### config.mk
export PLATFORM = sky130hd
export DESIGN_NAME = voice_prompt_pulse_sequencer_flat
export DESIGN_NICKNAME = d
export VERILOG_FILES = /design/src/design/vpps_pkg.sv /design/src/design/vpps_cmd_if.sv /design/src/design/vpps_res_if.sv /design/src/design/voice_prompt_pulse_sequencer.sv /design/src/design/vpps_front.sv /design/src/design/vpps_queue.sv /design/src/design/vpps_back.sv /design/src/flat_wrapper.sv
export SDC_FILE = /design/constraint.sdc
export NUM_CORES = 1
export LEC_CHECK = 0
export ABC_CLOCK_PERIOD_IN_PS = 6700
export BUFFER_PORTS_ARGS = -buffer_cell sky130_fd_sc_hd__buf_2
export CORE_MARGIN = 2
export CORE_UTILIZATION = 60
export CTS_BUF_LIST = sky130_fd_sc_hd__clkbuf_2 sky130_fd_sc_hd__clkbuf_4 sky130_fd_sc_hd__clkbuf_8
export CTS_CLUSTER_DIAMETER = 80
export DETAILED_ROUTE_END_ITERATION = 10
export GPL_TIMING_DRIVEN = 0
export PLACE_DENSITY = 0.78
export SLEW_MARGIN = 5
export SYNTH_ARGS = -nofsm -noshare
export SYNTH_HDL_FRONTEND = slang
export SYNTH_HIERARCHICAL = 1
export SYNTH_SLANG_ARGS = --single-unit
### constraint.sdc
create_clock -name i_clk -period 6.7 [get_ports i_clk]
set_clock_uncertainty 0.05 [all_clocks]
set_input_delay 0.67 -clock i_clk [delete_from_list [all_inputs] [get_ports i_clk]]
set_output_delay 0.67 -clock i_clk [all_outputs]
set_load 0.01 [all_outputs]
### src/design/vpps_pkg.sv
`timescale 1ns / 1ps
// ----------------------------------------------------------------------------
// vpps_pkg
// Shared types, constants and helpers for the voice prompt pulse sequencer.
// ----------------------------------------------------------------------------
package vpps_pkg;

    // sizing
    localparam int MAX_SEGMENTS = 8;
    localparam int TIMER_BITS   = 16;
    localparam int SEG_IDX_W    = $clog2(MAX_SEGMENTS);
    localparam int SEG_CNT_W    = $clog2(MAX_SEGMENTS + 1);
    localparam int CFG_W        = 16;
    localparam int CFG_IDX_W    = 3;
    localparam int SLOT_COUNT   = 8;

    // fixed voices
    localparam logic [7:0] VOICE_HUNDRED = 8'd39;
    localparam logic [7:0] VOICE_TEN     = 8'd38;
    localparam logic [7:0] VOICE_ONE     = 8'd28;
    localparam logic [7:0] VOICE_TIMES   = 8'd27;

    // request opcodes
    localparam logic [1:0] OP_TICK   = 2'd0;
    localparam logic [1:0] OP_SINGLE = 2'd1;
    localparam logic [1:0] OP_PHRASE = 2'd2;

    // configuration register indexes
    localparam logic [CFG_IDX_W-1:0] CFG_RESET_PULSE   = 3'd0;
    localparam logic [CFG_IDX_W-1:0] CFG_SINGLE_SETTLE = 3'd1;
    localparam logic [CFG_IDX_W-1:0] CFG_PHRASE_SETTLE = 3'd2;
    localparam logic [CFG_IDX_W-1:0] CFG_PULSE_HIGH    = 3'd3;
    localparam logic [CFG_IDX_W-1:0] CFG_PULSE_LOW     = 3'd4;
    localparam logic [CFG_IDX_W-1:0] CFG_TAIL          = 3'd5;

    // configuration defaults
    localparam logic [CFG_W-1:0] DEF_RESET_PULSE   = 16'd10;
    localparam logic [CFG_W-1:0] DEF_SINGLE_SETTLE = 16'd300;
    localparam logic [CFG_W-1:0] DEF_PHRASE_SETTLE = 16'd500;
    localparam logic [CFG_W-1:0] DEF_PULSE_HIGH    = 16'd10;
    localparam logic [CFG_W-1:0] DEF_PULSE_LOW     = 16'd10;
    localparam logic [CFG_W-1:0] DEF_TAIL          = 16'd100;

    // request class after decode
    typedef enum logic [1:0] {
        K_TICK,
        K_START,
        K_NOP
    } t_kind;

    // one segment: pulse count and wait-after flag
    typedef struct packed {
        logic       wait_after;
        logic [7:0] count;
    } t_seg;

    // decoded request as it travels through the queue
    typedef struct packed {
        t_kind                          kind;
        logic                           single_mode;
        logic                           busy;
        logic [SEG_CNT_W-1:0]           seg_total;
        t_seg [MAX_SEGMENTS-1:0]        segs;
    } t_item;

    // cut or widen a register value to the timer width
    function automatic logic [TIMER_BITS-1:0] f_timer_load(input logic [CFG_W-1:0] v);
        logic [CFG_W+31:0] w;
        w = {32'd0, v};
        return w[TIMER_BITS-1:0];
    endfunction

endpackage

### src/design/vpps_cmd_if.sv
`timescale 1ns / 1ps
// ----------------------------------------------------------------------------
// vpps_cmd_if
// Request channel: valid/ready handshake with the command fields.
// ----------------------------------------------------------------------------
interface vpps_cmd_if;
    logic       valid;
    logic       ready;
    logic [1:0] opcode;
    logic [7:0] first_voice;
    logic [7:0] second_voice;
    logic [7:0] hundreds_digit;
    logic [7:0] tens_digit;
    logic [7:0] ones_digit;
    logic [7:0] times_flag;
    logic       busy_level;

    modport source (
        output valid, opcode, first_voice, second_voice, hundreds_digit,
               tens_digit, ones_digit, times_flag, busy_level,
        input  ready
    );

    modport sink (
        input  valid, opcode, first_voice, second_voice, hundreds_digit,
               tens_digit, ones_digit, times_flag, busy_level,
        output ready
    );
endinterface

### src/design/vpps_res_if.sv
`timescale 1ns / 1ps
// ----------------------------------------------------------------------------
// vpps_res_if
// Result channel: valid/ready handshake with the pin levels and status.
// ----------------------------------------------------------------------------
interface vpps_res_if;
    logic valid;
    logic ready;
    logic reset_line;
    logic data_line;
    logic active;
    logic command_rejected;

    modport source (
        output valid, reset_line, data_line, active, command_rejected,
        input  ready
    );

    modport sink (
        input  valid, reset_line, data_line, active, command_rejected,
        output ready
    );
endinterface

### src/design/voice_prompt_pulse_sequencer.sv
`timescale 1ns / 1ps
// ----------------------------------------------------------------------------
// voice_prompt_pulse_sequencer
// Drives a pulse-count voice chip: single voices and multi-segment phrases,
// timed by tick requests.
//
//   channel   dir  handshake        contents
//   i_cmd     in   valid / ready    opcode, voices, digits, times, busy
//   o_res     out  valid / ready    reset/data levels, active, rejected
//   i_cfg_*   in   write enable     six 16-bit timing registers
//
// One request per cycle sustained while results are taken; a request is written
// into the two-entry queue and its result is registered as it leaves the queue,
// so the result is offered from the result register.
// The sequencer takes a request whenever the result register is empty or
// being taken; a stalled result fills the queue, then ready drops.
// Reset is synchronous; timing registers return to their defaults.
// ----------------------------------------------------------------------------
module voice_prompt_pulse_sequencer (
    input  logic                            i_clk,
    input  logic                            i_rst_n,
    input  logic                            i_cfg_we,
    input  logic [vpps_pkg::CFG_IDX_W-1:0]  i_cfg_idx,
    input  logic [vpps_pkg::CFG_W-1:0]      i_cfg_data,
    vpps_cmd_if.sink                        i_cmd,
    vpps_res_if.source                      o_res
);

    logic            q_push;
    logic            q_full;
    logic            q_valid;
    logic            q_pop;
    vpps_pkg::t_item front_item;
    vpps_pkg::t_item q_item;

    // decode and segment build
    vpps_front u_front (
        .cmd      (i_cmd),
        .i_q_full (q_full),
        .o_push   (q_push),
        .o_item   (front_item)
    );

    // decoupling queue
    vpps_queue u_queue (
        .i_clk   (i_clk),
        .i_rst_n (i_rst_n),
        .i_push  (q_push),
        .i_item  (front_item),
        .o_full  (q_full),
        .i_pop   (q_pop),
        .o_valid (q_valid),
        .o_item  (q_item)
    );

    // sequencer
    vpps_back u_back (
        .i_clk      (i_clk),
        .i_rst_n    (i_rst_n),
        .i_cfg_we   (i_cfg_we),
        .i_cfg_idx  (i_cfg_idx),
        .i_cfg_data (i_cfg_data),
        .i_q_valid  (q_valid),
        .i_q_item   (q_item),
        .o_q_pop    (q_pop),
        .res        (o_res)
    );

endmodule

### src/design/vpps_front.sv
`timescale 1ns / 1ps
// ----------------------------------------------------------------------------
// vpps_front
// Accepts requests, classifies them and builds the phrase segment list.
// ----------------------------------------------------------------------------
module vpps_front (
    vpps_cmd_if.sink         cmd,
    input  logic             i_q_full,
    output logic             o_push,
    output vpps_pkg::t_item  o_item
);

    vpps_pkg::t_seg                     slot_seg [vpps_pkg::SLOT_COUNT];
    logic [vpps_pkg::SLOT_COUNT-1:0]    slot_en;
    logic                               is_single;
    logic [vpps_pkg::SEG_CNT_W-1:0]     cnt;

    // request handshake
    assign cmd.ready = !i_q_full;
    assign o_push    = cmd.valid && !i_q_full;

    assign is_single = (cmd.opcode == vpps_pkg::OP_SINGLE);

    // candidate segments in phrase order
    always_comb begin
        slot_seg[0] = '{wait_after: !is_single, count: cmd.first_voice};
        slot_seg[1] = '{wait_after: 1'b1, count: cmd.second_voice};
        slot_seg[2] = '{wait_after: 1'b1, count: cmd.hundreds_digit};
        slot_seg[3] = '{wait_after: 1'b1, count: vpps_pkg::VOICE_HUNDRED};
        slot_seg[4] = '{wait_after: 1'b1,
                        count: (cmd.tens_digit == 8'd1) ? vpps_pkg::VOICE_ONE
                                                        : cmd.tens_digit};
        slot_seg[5] = '{wait_after: 1'b1, count: vpps_pkg::VOICE_TEN};
        slot_seg[6] = '{wait_after: 1'b1,
                        count: (cmd.ones_digit == 8'd1) ? vpps_pkg::VOICE_ONE
                                                        : cmd.ones_digit};
        slot_seg[7] = '{wait_after: 1'b0, count: vpps_pkg::VOICE_TIMES};

        slot_en[0] = 1'b1;
        slot_en[1] = !is_single && (cmd.second_voice != 8'd0);
        slot_en[2] = !is_single && (cmd.hundreds_digit != 8'd0);
        slot_en[3] = !is_single && (cmd.hundreds_digit != 8'd0);
        slot_en[4] = !is_single && (cmd.tens_digit != 8'd0);
        slot_en[5] = !is_single && (cmd.tens_digit > 8'd1);
        slot_en[6] = !is_single && (cmd.ones_digit != 8'd0);
        slot_en[7] = !is_single && (cmd.times_flag != 8'd0);
    end

    // classify and pack enabled segments to the front of the list
    always_comb begin
        o_item = '0;
        cnt    = '0;
        case (cmd.opcode)
            vpps_pkg::OP_TICK:   o_item.kind = vpps_pkg::K_TICK;
            vpps_pkg::OP_SINGLE,
            vpps_pkg::OP_PHRASE: o_item.kind = vpps_pkg::K_START;
            default:             o_item.kind = vpps_pkg::K_NOP;
        endcase
        o_item.single_mode = is_single;
        o_item.busy        = cmd.busy_level;
        for (int i = 0; i < vpps_pkg::SLOT_COUNT; i++) begin
            if (slot_en[i]) begin
                o_item.segs[cnt[vpps_pkg::SEG_IDX_W-1:0]] = slot_seg[i];
                cnt = cnt + vpps_pkg::SEG_CNT_W'(1);
            end
        end
        o_item.seg_total = cnt;
    end

endmodule

### src/design/vpps_queue.sv
`timescale 1ns / 1ps
// ----------------------------------------------------------------------------
// vpps_queue
// Two-entry queue between the request front and the sequencer back.
// ----------------------------------------------------------------------------
module vpps_queue (
    input  logic             i_clk,
    input  logic             i_rst_n,
    input  logic             i_push,
    input  vpps_pkg::t_item  i_item,
    output logic             o_full,
    input  logic             i_pop,
    output logic             o_valid,
    output vpps_pkg::t_item  o_item
);

    vpps_pkg::t_item r_mem [2];
    logic            r_wr_ptr;
    logic            r_rd_ptr;
    logic [1:0]      r_count;
    logic [1:0]      n_count;

    assign o_full  = (r_count == 2'd2);
    assign o_valid = (r_count != 2'd0);
    assign o_item  = r_mem[r_rd_ptr];

    // occupancy update
    always_comb begin
        n_count = r_count;
        case ({i_push, i_pop})
            2'b10:   n_count = r_count + 2'd1;
            2'b01:   n_count = r_count - 2'd1;
            default: n_count = r_count;
        endcase
    end

    // pointers and count
    always_ff @(posedge i_clk) begin
        if (!i_rst_n) begin
            r_wr_ptr <= 1'b0;
            r_rd_ptr <= 1'b0;
            r_count  <= 2'd0;
        end else begin
            if (i_push) begin
                r_wr_ptr <= !r_wr_ptr;
            end
            if (i_pop) begin
                r_rd_ptr <= !r_rd_ptr;
            end
            r_count <= n_count;
        end
    end

    // entry storage
    always_ff @(posedge i_clk) begin
        if (i_push) begin
            r_mem[r_wr_ptr] <= i_item;
        end
    end

endmodule

### src/design/vpps_back.sv
`timescale 1ns / 1ps
// ----------------------------------------------------------------------------
// vpps_back
// Pulse sequencer: runs reset, settle, pulse and wait phases per segment
// and registers one result per request.
// ----------------------------------------------------------------------------
module vpps_back (
    input  logic                            i_clk,
    input  logic                            i_rst_n,
    input  logic                            i_cfg_we,
    input  logic [vpps_pkg::CFG_IDX_W-1:0]  i_cfg_idx,
    input  logic [vpps_pkg::CFG_W-1:0]      i_cfg_data,
    input  logic                            i_q_valid,
    input  vpps_pkg::t_item                 i_q_item,
    output logic                            o_q_pop,
    vpps_res_if.source                      res
);

    typedef enum logic [2:0] {
        PH_IDLE,
        PH_RESET,
        PH_SETTLE,
        PH_HIGH,
        PH_LOW,
        PH_TAIL,
        PH_BUSY
    } t_phase;

    // configuration
    logic [vpps_pkg::CFG_W-1:0] r_cfg_reset;
    logic [vpps_pkg::CFG_W-1:0] r_cfg_single;
    logic [vpps_pkg::CFG_W-1:0] r_cfg_phrase;
    logic [vpps_pkg::CFG_W-1:0] r_cfg_high;
    logic [vpps_pkg::CFG_W-1:0] r_cfg_low;
    logic [vpps_pkg::CFG_W-1:0] r_cfg_tail;

    // sequencer state
    t_phase                              r_phase,    n_phase;
    vpps_pkg::t_seg [vpps_pkg::MAX_SEGMENTS-1:0] r_list, n_list;
    logic [vpps_pkg::SEG_CNT_W-1:0]      r_total,    n_total;
    logic [vpps_pkg::SEG_IDX_W-1:0]      r_pos,      n_pos;
    logic [vpps_pkg::TIMER_BITS-1:0]     r_tick,     n_tick;
    logic [7:0]                          r_pulses,   n_pulses;
    logic                                r_single,   n_single;
    logic                                r_cur_wait, n_cur_wait;

    // result register
    logic r_out_valid,  n_out_valid;
    logic r_out_reset,  n_out_reset;
    logic r_out_data,   n_out_data;
    logic r_out_active, n_out_active;
    logic r_out_rej,    n_out_rej;

    logic                                pop;
    logic                                expired;
    logic [vpps_pkg::TIMER_BITS-1:0]     tick_dec;
    logic [vpps_pkg::SEG_CNT_W-1:0]      pos_inc;
    logic                                last_seg;
    vpps_pkg::t_seg                      next_seg;
    logic [7:0]                          pulses_dec;
    logic                                do_end;
    logic                                do_next;
    logic [vpps_pkg::TIMER_BITS-1:0]     ld_reset;
    logic [vpps_pkg::TIMER_BITS-1:0]     ld_settle;
    logic [vpps_pkg::TIMER_BITS-1:0]     ld_high;
    logic [vpps_pkg::TIMER_BITS-1:0]     ld_low;
    logic [vpps_pkg::TIMER_BITS-1:0]     ld_tail;

    // timer loads
    assign ld_reset  = vpps_pkg::f_timer_load(r_cfg_reset);
    assign ld_settle = vpps_pkg::f_timer_load(r_single ? r_cfg_single : r_cfg_phrase);
    assign ld_high   = vpps_pkg::f_timer_load(r_cfg_high);
    assign ld_low    = vpps_pkg::f_timer_load(r_cfg_low);
    assign ld_tail   = vpps_pkg::f_timer_load(r_cfg_tail);

    // tick countdown, zero lasts one tick like one
    assign expired  = (r_tick <= vpps_pkg::TIMER_BITS'(1));
    assign tick_dec = expired ? '0 : r_tick - vpps_pkg::TIMER_BITS'(1);

    // following segment lookup
    assign pos_inc  = vpps_pkg::SEG_CNT_W'(r_pos) + vpps_pkg::SEG_CNT_W'(1);
    assign last_seg = (pos_inc >= r_total);
    assign next_seg = r_list[pos_inc[vpps_pkg::SEG_IDX_W-1:0]];
    assign pulses_dec = (r_pulses != 8'd0) ? r_pulses - 8'd1 : 8'd0;

    // take a request whenever the result slot is free or draining
    assign pop     = i_q_valid && (!r_out_valid || res.ready);
    assign o_q_pop = pop;

    // result outputs
    assign res.valid            = r_out_valid;
    assign res.reset_line       = r_out_reset;
    assign res.data_line        = r_out_data;
    assign res.active           = r_out_active;
    assign res.command_rejected = r_out_rej;

    // next-state logic
    always_comb begin
        n_phase      = r_phase;
        n_list       = r_list;
        n_total      = r_total;
        n_pos        = r_pos;
        n_tick       = r_tick;
        n_pulses     = r_pulses;
        n_single     = r_single;
        n_cur_wait   = r_cur_wait;
        n_out_valid  = r_out_valid && !res.ready;
        n_out_reset  = r_out_reset;
        n_out_data   = r_out_data;
        n_out_active = r_out_active;
        n_out_rej    = r_out_rej;
        do_end       = 1'b0;
        do_next      = 1'b0;

        if (pop) begin
            n_out_rej = 1'b0;
            case (i_q_item.kind)
                vpps_pkg::K_START: begin
                    if (r_phase != PH_IDLE) begin
                        n_out_rej = 1'b1;
                    end else begin
                        n_list     = i_q_item.segs;
                        n_total    = i_q_item.seg_total;
                        n_pos      = '0;
                        n_single   = i_q_item.single_mode;
                        n_pulses   = i_q_item.segs[0].count;
                        n_cur_wait = i_q_item.segs[0].wait_after;
                        n_phase    = PH_RESET;
                        n_tick     = ld_reset;
                    end
                end
                vpps_pkg::K_TICK: begin
                    case (r_phase)
                        PH_RESET: begin
                            n_tick = tick_dec;
                            if (expired) begin
                                n_phase = PH_SETTLE;
                                n_tick  = ld_settle;
                            end
                        end
                        PH_SETTLE: begin
                            n_tick = tick_dec;
                            if (expired) begin
                                if (r_pulses != 8'd0) begin
                                    n_phase = PH_HIGH;
                                    n_tick  = ld_high;
                                end else begin
                                    do_end = 1'b1;
                                end
                            end
                        end
                        PH_HIGH: begin
                            n_tick = tick_dec;
                            if (expired) begin
                                n_phase = PH_LOW;
                                n_tick  = ld_low;
                            end
                        end
                        PH_LOW: begin
                            n_tick = tick_dec;
                            if (expired) begin
                                n_pulses = pulses_dec;
                                if (pulses_dec != 8'd0) begin
                                    n_phase = PH_HIGH;
                                    n_tick  = ld_high;
                                end else begin
                                    do_end = 1'b1;
                                end
                            end
                        end
                        PH_TAIL: begin
                            n_tick = tick_dec;
                            if (expired) begin
                                n_phase = PH_BUSY;
                            end
                        end
                        PH_BUSY: begin
                            if (!i_q_item.busy) begin
                                do_next = 1'b1;
                            end
                        end
                        default: n_phase = PH_IDLE;
                    endcase
                end
                default: ;
            endcase

            // segment finished: wait for the chip or move on
            if (do_end) begin
                if (!r_cur_wait) begin
                    do_next = 1'b1;
                end else if (r_cfg_tail == '0) begin
                    n_phase = PH_BUSY;
                end else begin
                    n_phase = PH_TAIL;
                    n_tick  = ld_tail;
                end
            end

            // advance to the following segment or finish
            if (do_next) begin
                n_pos = pos_inc[vpps_pkg::SEG_IDX_W-1:0];
                if (last_seg) begin
                    n_phase = PH_IDLE;
                end else begin
                    n_phase    = PH_RESET;
                    n_pulses   = next_seg.count;
                    n_cur_wait = next_seg.wait_after;
                    n_tick     = ld_reset;
                end
            end

            n_out_valid  = 1'b1;
            n_out_reset  = (n_phase == PH_RESET);
            n_out_data   = (n_phase == PH_HIGH);
            n_out_active = (n_phase != PH_IDLE);
        end
    end

    // state and result registers
    always_ff @(posedge i_clk) begin
        if (!i_rst_n) begin
            r_phase     <= PH_IDLE;
            r_total     <= '0;
            r_pos       <= '0;
            r_tick      <= '0;
            r_pulses    <= '0;
            r_single    <= 1'b0;
            r_cur_wait  <= 1'b0;
            r_out_valid <= 1'b0;
        end else begin
            r_phase     <= n_phase;
            r_total     <= n_total;
            r_pos       <= n_pos;
            r_tick      <= n_tick;
            r_pulses    <= n_pulses;
            r_single    <= n_single;
            r_cur_wait  <= n_cur_wait;
            r_out_valid <= n_out_valid;
        end
        r_list       <= n_list;
        r_out_reset  <= n_out_reset;
        r_out_data   <= n_out_data;
        r_out_active <= n_out_active;
        r_out_rej    <= n_out_rej;
    end

    // configuration registers
    always_ff @(posedge i_clk) begin
        if (!i_rst_n) begin
            r_cfg_reset  <= vpps_pkg::DEF_RESET_PULSE;
            r_cfg_single <= vpps_pkg::DEF_SINGLE_SETTLE;
            r_cfg_phrase <= vpps_pkg::DEF_PHRASE_SETTLE;
            r_cfg_high   <= vpps_pkg::DEF_PULSE_HIGH;
            r_cfg_low    <= vpps_pkg::DEF_PULSE_LOW;
            r_cfg_tail   <= vpps_pkg::DEF_TAIL;
        end else if (i_cfg_we) begin
            case (i_cfg_idx)
                vpps_pkg::CFG_RESET_PULSE:   r_cfg_reset  <= i_cfg_data;
                vpps_pkg::CFG_SINGLE_SETTLE: r_cfg_single <= i_cfg_data;
                vpps_pkg::CFG_PHRASE_SETTLE: r_cfg_phrase <= i_cfg_data;
                vpps_pkg::CFG_PULSE_HIGH:    r_cfg_high   <= i_cfg_data;
                vpps_pkg::CFG_PULSE_LOW:     r_cfg_low    <= i_cfg_data;
                vpps_pkg::CFG_TAIL:          r_cfg_tail   <= i_cfg_data;
                default: ;
            endcase
        end
    end

endmodule

### src/flat_wrapper.sv
// flat-port wrapper written by rule: the top's interface ports become plain ports
module voice_prompt_pulse_sequencer_flat 
  (i_clk, i_rst_n, i_cfg_we, i_cfg_idx, i_cfg_data, i_cmd_valid, i_cmd_opcode, i_cmd_first_voice, i_cmd_second_voice, i_cmd_hundreds_digit, i_cmd_tens_digit, i_cmd_ones_digit, i_cmd_times_flag, i_cmd_busy_level, i_cmd_ready, o_res_valid, o_res_reset_line, o_res_data_line, o_res_active, o_res_command_rejected, o_res_ready);
  vpps_cmd_if i_cmd_i ();
  vpps_res_if o_res_i ();
  input  logic i_clk;
  input  logic i_rst_n;
  input  logic i_cfg_we;
  input  logic [vpps_pkg::CFG_IDX_W-1:0] i_cfg_idx;
  input  logic [vpps_pkg::CFG_W-1:0] i_cfg_data;
  input wire logic [$bits(i_cmd_i.valid)-1:0] i_cmd_valid;
  input wire logic [$bits(i_cmd_i.opcode)-1:0] i_cmd_opcode;
  input wire logic [$bits(i_cmd_i.first_voice)-1:0] i_cmd_first_voice;
  input wire logic [$bits(i_cmd_i.second_voice)-1:0] i_cmd_second_voice;
  input wire logic [$bits(i_cmd_i.hundreds_digit)-1:0] i_cmd_hundreds_digit;
  input wire logic [$bits(i_cmd_i.tens_digit)-1:0] i_cmd_tens_digit;
  input wire logic [$bits(i_cmd_i.ones_digit)-1:0] i_cmd_ones_digit;
  input wire logic [$bits(i_cmd_i.times_flag)-1:0] i_cmd_times_flag;
  input wire logic [$bits(i_cmd_i.busy_level)-1:0] i_cmd_busy_level;
  output wire logic [$bits(i_cmd_i.ready)-1:0] i_cmd_ready;
  output wire logic [$bits(o_res_i.valid)-1:0] o_res_valid;
  output wire logic [$bits(o_res_i.reset_line)-1:0] o_res_reset_line;
  output wire logic [$bits(o_res_i.data_line)-1:0] o_res_data_line;
  output wire logic [$bits(o_res_i.active)-1:0] o_res_active;
  output wire logic [$bits(o_res_i.command_rejected)-1:0] o_res_command_rejected;
  input wire logic [$bits(o_res_i.ready)-1:0] o_res_ready;
  assign i_cmd_i.valid = i_cmd_valid;
  assign i_cmd_i.opcode = i_cmd_opcode;
  assign i_cmd_i.first_voice = i_cmd_first_voice;
  assign i_cmd_i.second_voice = i_cmd_second_voice;
  assign i_cmd_i.hundreds_digit = i_cmd_hundreds_digit;
  assign i_cmd_i.tens_digit = i_cmd_tens_digit;
  assign i_cmd_i.ones_digit = i_cmd_ones_digit;
  assign i_cmd_i.times_flag = i_cmd_times_flag;
  assign i_cmd_i.busy_level = i_cmd_busy_level;
  assign i_cmd_ready = i_cmd_i.ready;
  assign o_res_valid = o_res_i.valid;
  assign o_res_reset_line = o_res_i.reset_line;
  assign o_res_data_line = o_res_i.data_line;
  assign o_res_active = o_res_i.active;
  assign o_res_command_rejected = o_res_i.command_rejected;
  assign o_res_i.ready = o_res_ready;
  voice_prompt_pulse_sequencer u_core (.i_clk(i_clk), .i_rst_n(i_rst_n), .i_cfg_we(i_cfg_we), .i_cfg_idx(i_cfg_idx), .i_cfg_data(i_cfg_data), .i_cmd(i_cmd_i), .o_res(o_res_i));
endmodule
[Yosys cells after proc, flatten, opt, wreduce, memory -nomap -nowiden]
Memory sizes are Yosys's and may differ from the RTL's. A register that Yosys moved wholly into a read port is not among the register bits.
Index checks and enable logic that the tools add are counted.
Storage, ports and cells
  input port bits: 75
  memories: 1
  memory bits (writable): 160
  register bits after elaboration: 213
  output and inout bits: 6
Operators by class
  add/sub/neg operators: 11
  order comparisons: 16
  equality and inequality tests: 22
  reductions and logical operators: 47
  muxes and demuxes: 100
  bitwise operators: 10
Memories
  u_core.u_queue.r_mem: depth 2, bits a word 80, read ports 1, clocked after memory_dff 1, wr ports 1, RTL line vpps_queue.sv:17  | vpps_pkg::t_item r_mem [2];
Operator list (count)
  72-bit two-way mux: 6
  16-bit two-way mux: 14
  72-bit bitwise mux: 3
  9-bit demux with 3-bit select: 6
  40-bit AND: 2
  40-bit inverter: 2
  16-bit one-hot mux with 5 select lines: 1
  8-bit two-way mux: 8
  32-bit bitwise OR: 2
  9-bit two-way mux: 7
  8-bit nonzero test: 7
  3-bit two-way mux: 16
  40-bit bitwise OR: 1
  32-bit AND: 1
  32-bit inverter: 1
  16-bit one-hot mux with 2 select lines: 1
  9-bit binary-select mux with 3-bit select: 1
  3-bit by 4-bit less-than comparator with 1-bit output (second input constant): 6
  1-bit two-way mux: 23
  4-bit by 1-bit adder with 4-bit output (second input constant): 5
  4-bit two-way mux: 5
  18-bit two-way mux: 1
  3-bit one-hot mux with 6 select lines: 1
  8-bit by 1-bit == test with 1-bit output (second input constant): 2
  35 further kinds: 84

[Logic depth before layout (Yosys ltp)]
  word-level depth: 21
  depth in mapped cells: 20

[By module]
Netlist, hierarchy kept.
By module, submodules not included
  vpps_back: cells each 1127, sequential area each 4944.7 um^2, times used 1, area an instance 10485.1 um^2
  vpps_queue: cells each 271, sequential area each 4904.7 um^2, times used 1, area an instance 5969.5 um^2
  vpps_front: cells each 430, sequential area each 0.0 um^2, times used 1, area an instance 2692.6 um^2

[Worst setup path after synthesis]
No wires, ideal clock.
  path kind: input to register
  start point: input port i_cmd_valid
  end point: memory u_core/u_queue/r_mem[0][0] (netlist name), enable pin
  path buffers: 0
  stages on the path: 3
  data required time: 6.130 ns
  arrival: 4.281 ns
  library setup time: 0.520 ns
  path slack: 1.849 ns
  path through: nor2b_1 > inv_1 > nor2_1
On the way
  word-level cells in the longest chain between the ends: 3
RTL lines
  from (decl): RTL line flat_wrapper.sv:11  | input wire logic [$bits(i_cmd_i.valid)-1:0] i_cmd_valid;
  1-bit logical AND: RTL line vpps_front.sv:20  | assign o_push = cmd.valid && !i_q_full;
  1-bit two-way mux: RTL line vpps_queue.sv:56  | if (i_push) begin
  1-bit two-way mux (implied by the code): RTL line vpps_queue.sv:57  | r_mem[r_wr_ptr] <= i_item;
  to (decl): RTL line vpps_queue.sv:17
No other way between the ends.

==> qor.txt <==
====================================================================================
Share of the yosys chip area belonging to registers ...................       51.44%
Post-synth EDFFs ......................................................          236
Leakage Power .........................................................     7.317 nW
Pin count of the biggest net entering global routing ..................           66
Synthesized instance count ............................................         1828
Num rows ..............................................................           65
Max-cap violations ....................................................            0
Fin. max-slew vios ....................................................            0
Combinational cell fraction of total power ............................        32.4%
Total number of yosys warnings ........................................            6
Wire length of the first global-routing pass .......................... 91570 microns
Kind of launch point of the worst setup path .......................... primary input
Relative contribution of sequential cells to total power ..............        41.0%
Clock sink count ......................................................          374
Syn_nets ..............................................................         1923
Hold Crit Start ....................................................... i_cmd_busy_level
1st-iter DRT viols ....................................................         1783
Drt first pass iters ..................................................            6
Worst slack at placement ..............................................   0.05044 ns
RSZ-0062 raised after global routing ..................................        false
Proportion of power drawn by the clock network ........................        26.6%
Mapped Area ...........................................................  19150 sq um
GRT Util Overall ......................................................       36.92%
Bufs and invs on worst path ...........................................            8
Maximum vdd ir drop ...................................................    0.2423 mV
Crit path max-delay cell type .........................................       nor3_1
Clock tree from TritonCTS .............................................        built
Post-CTS Hold Buffers .................................................            0
Worst R2R Setup Slack .................................................      2.04 ns
Final net count .......................................................         2061
Number of cells on the worst reg-to-reg path ..........................           12
Leftover overflow at the end of global routing ........................            0
Number of buffers added by the clock tree synthesis step ..............           59
Final core utilization ................................................       67.83%
Layout cell share with drive strength beyond 1 ........................       17.92%
Worst slack on hold paths .............................................    0.1330 ns
Clock Root Buffer .....................................................     clkbuf_8
Die width ............................................................. 182.6 microns
Clock tree buffer depth ...............................................            3
Final worst path period need ..........................................     6.221 ns
Critical path startpoint .............................................. i_cmd_opcode[1]
Path type of the worst min-delay path ................................. primary input to flop
Count of port buffers added during placement ..........................           73
Biggest fanout along the worst timing path ............................           10
Average wire length per cell after detail routing ..................... 25.47 microns
Status ................................................................ finished, final reports clean
Worst Tran Pin Value ..................................................     1.147 ns
Most used flip-flop cell after synthesis ..............................     edfxtp_1
Type of element capturing the critical path ...........................         flop
Cells traversed along the worst timing path ........................... buf_2 > inv_1 > ha_1 > clkbuf_1 > clkinv_1 > o21a_1 > ha_1 > clkbuf_1 > clkbuf_1 > clkbuf_1 > nor2_1 > a21oi_1 > ha_1 > a211oi_1 > mux2i_1 > nand2_1 > buf_2 > nor3_1 > nor3_1
Clk pin slew, worst setup/hold paths ..................................      0.06 ns
Detailed-route DRC error count ........................................            0
Worst stage delay on the critical path ................................      0.66 ns
Hold Path Depth .......................................................            1
Number of instances resized during post-cts repair ....................            0
Maximum clock frequency ...............................................    160.7 MHz
Critical path required time ...........................................      6.98 ns
FF+latch count, synth .................................................          374
Via total after detailed routing ......................................        15902
Starting density of the core ..........................................       60.83%
Cell Pwr Density ...................................................... 347.3 nW/um^2
Core region area ......................................................  31470 sq um
Final setup margin ....................................................    0.4788 ns
Final period util .....................................................       92.85%
Average size of a mapped cell .........................................  10.47 sq um
Number of buffers added for setup after CTS ...........................            0
Data arrival time of the critical path ................................      6.50 ns
Largest delay share family, worst path ................................ buffers and inverters
End point of the worst hold path ...................................... u_core/u_queue/r_mem[0][76]$_DFFE_PP_
Unique cell type count in the Yosys netlist ...........................           87
Critical register-to-register path endpoint ........................... u_core/u_back/r_single$_SDFFE_PN0P_
Fill cell count .......................................................         2429
Y dimension of the die ................................................ 182.6 microns
Startpoint-to-endpoint class of the critical path ..................... primary input to flop
Antenna violations before repair ......................................            0
Post-DP HPWL .......................................................... 45460 microns
Share of flip-flops with an asynchronous set or reset after synthesis .           0%
Count of pins on the block boundary ...................................           81
Switching share of power ..............................................       35.25%
Clock latency reported for the late side of the worst-skew pair .......      0.68 ns
Number of hold violations in the final report .........................            0
Die footprint .........................................................  33360 sq um
Area growth from synthesis to layout ..................................       11.49%
Final ANT Viol Nets ...................................................            0
H-tree depth ..........................................................            2
GP Congestion .........................................................        1.007
Finish-stage setup viols ..............................................            0
Cell seen most often among critical-path stages .......................     clkbuf_1
Reported net switching power ..........................................     2.613 mW
Cell-internal power ...................................................     4.801 mW
Max transition margin .................................................       23.25%
Via count of the first global-routing pass ............................        15463
Via density per instance ..............................................        6.582
Inserted Diodes .......................................................            0
Post-Route WL ......................................................... 61540 microns
====================================================================================
==> cell usage after synthesis, drive strengths merged (11+ instances only) <==
master / instances / share of area [%]
dfxtp: 138 / 14
nor2b: 17 / 0.56
nor4: 31 / 1.7
xnor2: 16 / 0.87
buf: 35 / 1.0
a31oi: 15 / 0.49
a22o: 11 / 0.50
edfxtp: 236 / 37
clkbuf: 90 / 1.8
nand4: 19 / 0.72
mux4: 18 / 2.1
o21a: 11 / 0.43
o211ai: 32 / 1.3
and3: 14 / 0.46
nor2: 78 / 1.5
nand3: 70 / 1.9
nand2: 319 / 6.3
nor3: 35 / 1.0
o21ai: 74 / 2.0
and2: 13 / 0.42
nand2b: 11 / 0.36
a21oi: 85 / 2.3
ha: 20 / 1.3
a22oi: 15 / 0.59
a211oi: 30 / 1.2
inv: 23 / 0.45
or4: 14 / 0.59
mux2i: 39 / 2.0
or3: 12 / 0.39
a21boi: 90 / 3.5
mux2: 84 / 4.9
==> cell type report <==
| type | count | area [sq um] | share of cell area [%] |
|---|---|---|---|
| inverters | 25 | 96.34 | 0.4513 |
| plain buffers | 125 | 533.0 | 2.497 |
| flip-flops and latches | 374 | 9849 | 46.14 |
| clock buffers | 90 | 1089 | 5.099 |
| repair buffers | 77 | 460.4 | 2.157 |
| multi-input cells | 1304 | 8681 | 40.66 |
| well taps | 402 | 503.0 | 2.356 |
| clock inverters | 19 | 136.4 | 0.6388 |
==> metal layers <==
| layer | up-vias | wire length (microns) | GRT usage (%) |
|---|---|---|---|
| met3 | 223 | 5056 | 5.967 |
| met5 | - | 0 | 0 |
| met1 | 7591 | 23280 | 45.62 |
| li1 | 7149 | - | - |
| met2 | 939 | 29570 | 62.05 |
| met4 | 0 | 3627 | 20.61 |
==> through the flow <==
stage | power, mW | std cells | TNS [ns] | area, sq um
6_report | 7.414 | 2416 | 0 | 21350
3_3_place_gp | 5.364 | 2303 | -13.98 | 20020
3_5_place_dp | 5.420 | 2307 | 0 | 20120
2_1_floorplan | 4.643 | 1828 | 0 | 19150
4_1_cts | 7.387 | 2416 | 0 | 21350
5_1_grt | 7.717 | 2416 | 0 | 21350
==> worst register-to-register path: cells and delay by family (launching register included) <==
family          cells  cell delay (ns)
mux                 1             0.23
simple gates        4             1.59
compound gates      1             0.21
buf+inv             6             2.18
flops               1             0.31
==> registers in the layout (all words and copies together) (netlist names), 2 cells and up, named ones only <==
name                        flops
u_core/u_back/r_cfg_single     16
u_core/u_queue/r_mem          160
u_core/u_back/r_pulses          8
u_core/u_queue/r_count          2
u_core/u_back/ld_low           16
u_core/u_back/r_list           72
u_core/u_back/r_cfg_phrase     16
u_core/u_back/r_pos             3
u_core/u_back/r_phase           3
u_core/u_back/ld_tail          16
u_core/u_back/ld_reset         16
u_core/u_back/ld_high          16
u_core/u_back/r_tick           16
u_core/u_back/r_total           4
==> cell families (layout without fill, tap and decap cells) <==
group | after synthesis | count (layout) | share of synthesized area [%]
DFF | 374 | 374 | 51.44
AOI/OAI and AO/OA | 464 | 464 | 16.90
muxes | 141 | 141 | 9.096
buffers and inverters | 150 | 336 | 3.274
and+or+nand+nor | 657 | 657 | 16.79
adders and majority gates | 21 | 21 | 1.359
xor gates and xnor gates | 21 | 21 | 1.137
==> power groups by stage <==
| stage | clock network, mW | logic (mW) | registers (mW) |
|---|---|---|---|
| global route | 2.09 | 2.56 | 3.07 |
| floorplan | 0 | 1.59 | 3.05 |
| CTS | 2.00 | 2.35 | 3.04 |
| detailed placement | 0 | 2.34 | 3.08 |
| finish | 1.97 | 2.40 | 3.04 |
| global placement | 0 | 2.27 | 3.09 |
==> placed cells by master, fill, tap and decap left out, types with 14 or more instances in the layout <==
cell type,n
a22oi_1,15
o21ai_0,69
nand2_1,319
clkbuf_4,24
nand4_1,16
clkbuf_8,66
xnor2_1,14
nand3_1,69
nor3_1,31
o211ai_1,31
a31oi_1,15
a21boi_0,85
mux2i_1,39
a21oi_1,82
a211oi_1,29
inv_1,22
nor2b_1,17
clkbuf_1,90
dfxtp_1,138
nor4_1,20
and3_1,14
nor2_1,77
mux2_2,84
edfxtp_1,236
buf_2,97
mux4_2,18
ha_1,20
==> worst max-delay path by stage <==
stage                                             to  slack [ns]  cells past startpoint
2_1_floorplan   u_core/u_queue/r_mem[0][0]$_DFFE_PP_        1.85                      3
3_3_place_gp   u_core/u_queue/r_mem[0][61]$_DFFE_PP_       -0.19                      4
3_5_place_dp   u_core/u_queue/r_mem[1][16]$_DFFE_PP_        0.05                     19
4_1_cts        u_core/u_queue/r_mem[0][16]$_DFFE_PP_        0.72                     19
5_1_grt        u_core/u_queue/r_mem[0][19]$_DFFE_PP_        0.41                     20
6_report       u_core/u_queue/r_mem[0][16]$_DFFE_PP_        0.48                     19
(Power assumes the default switching activity.)
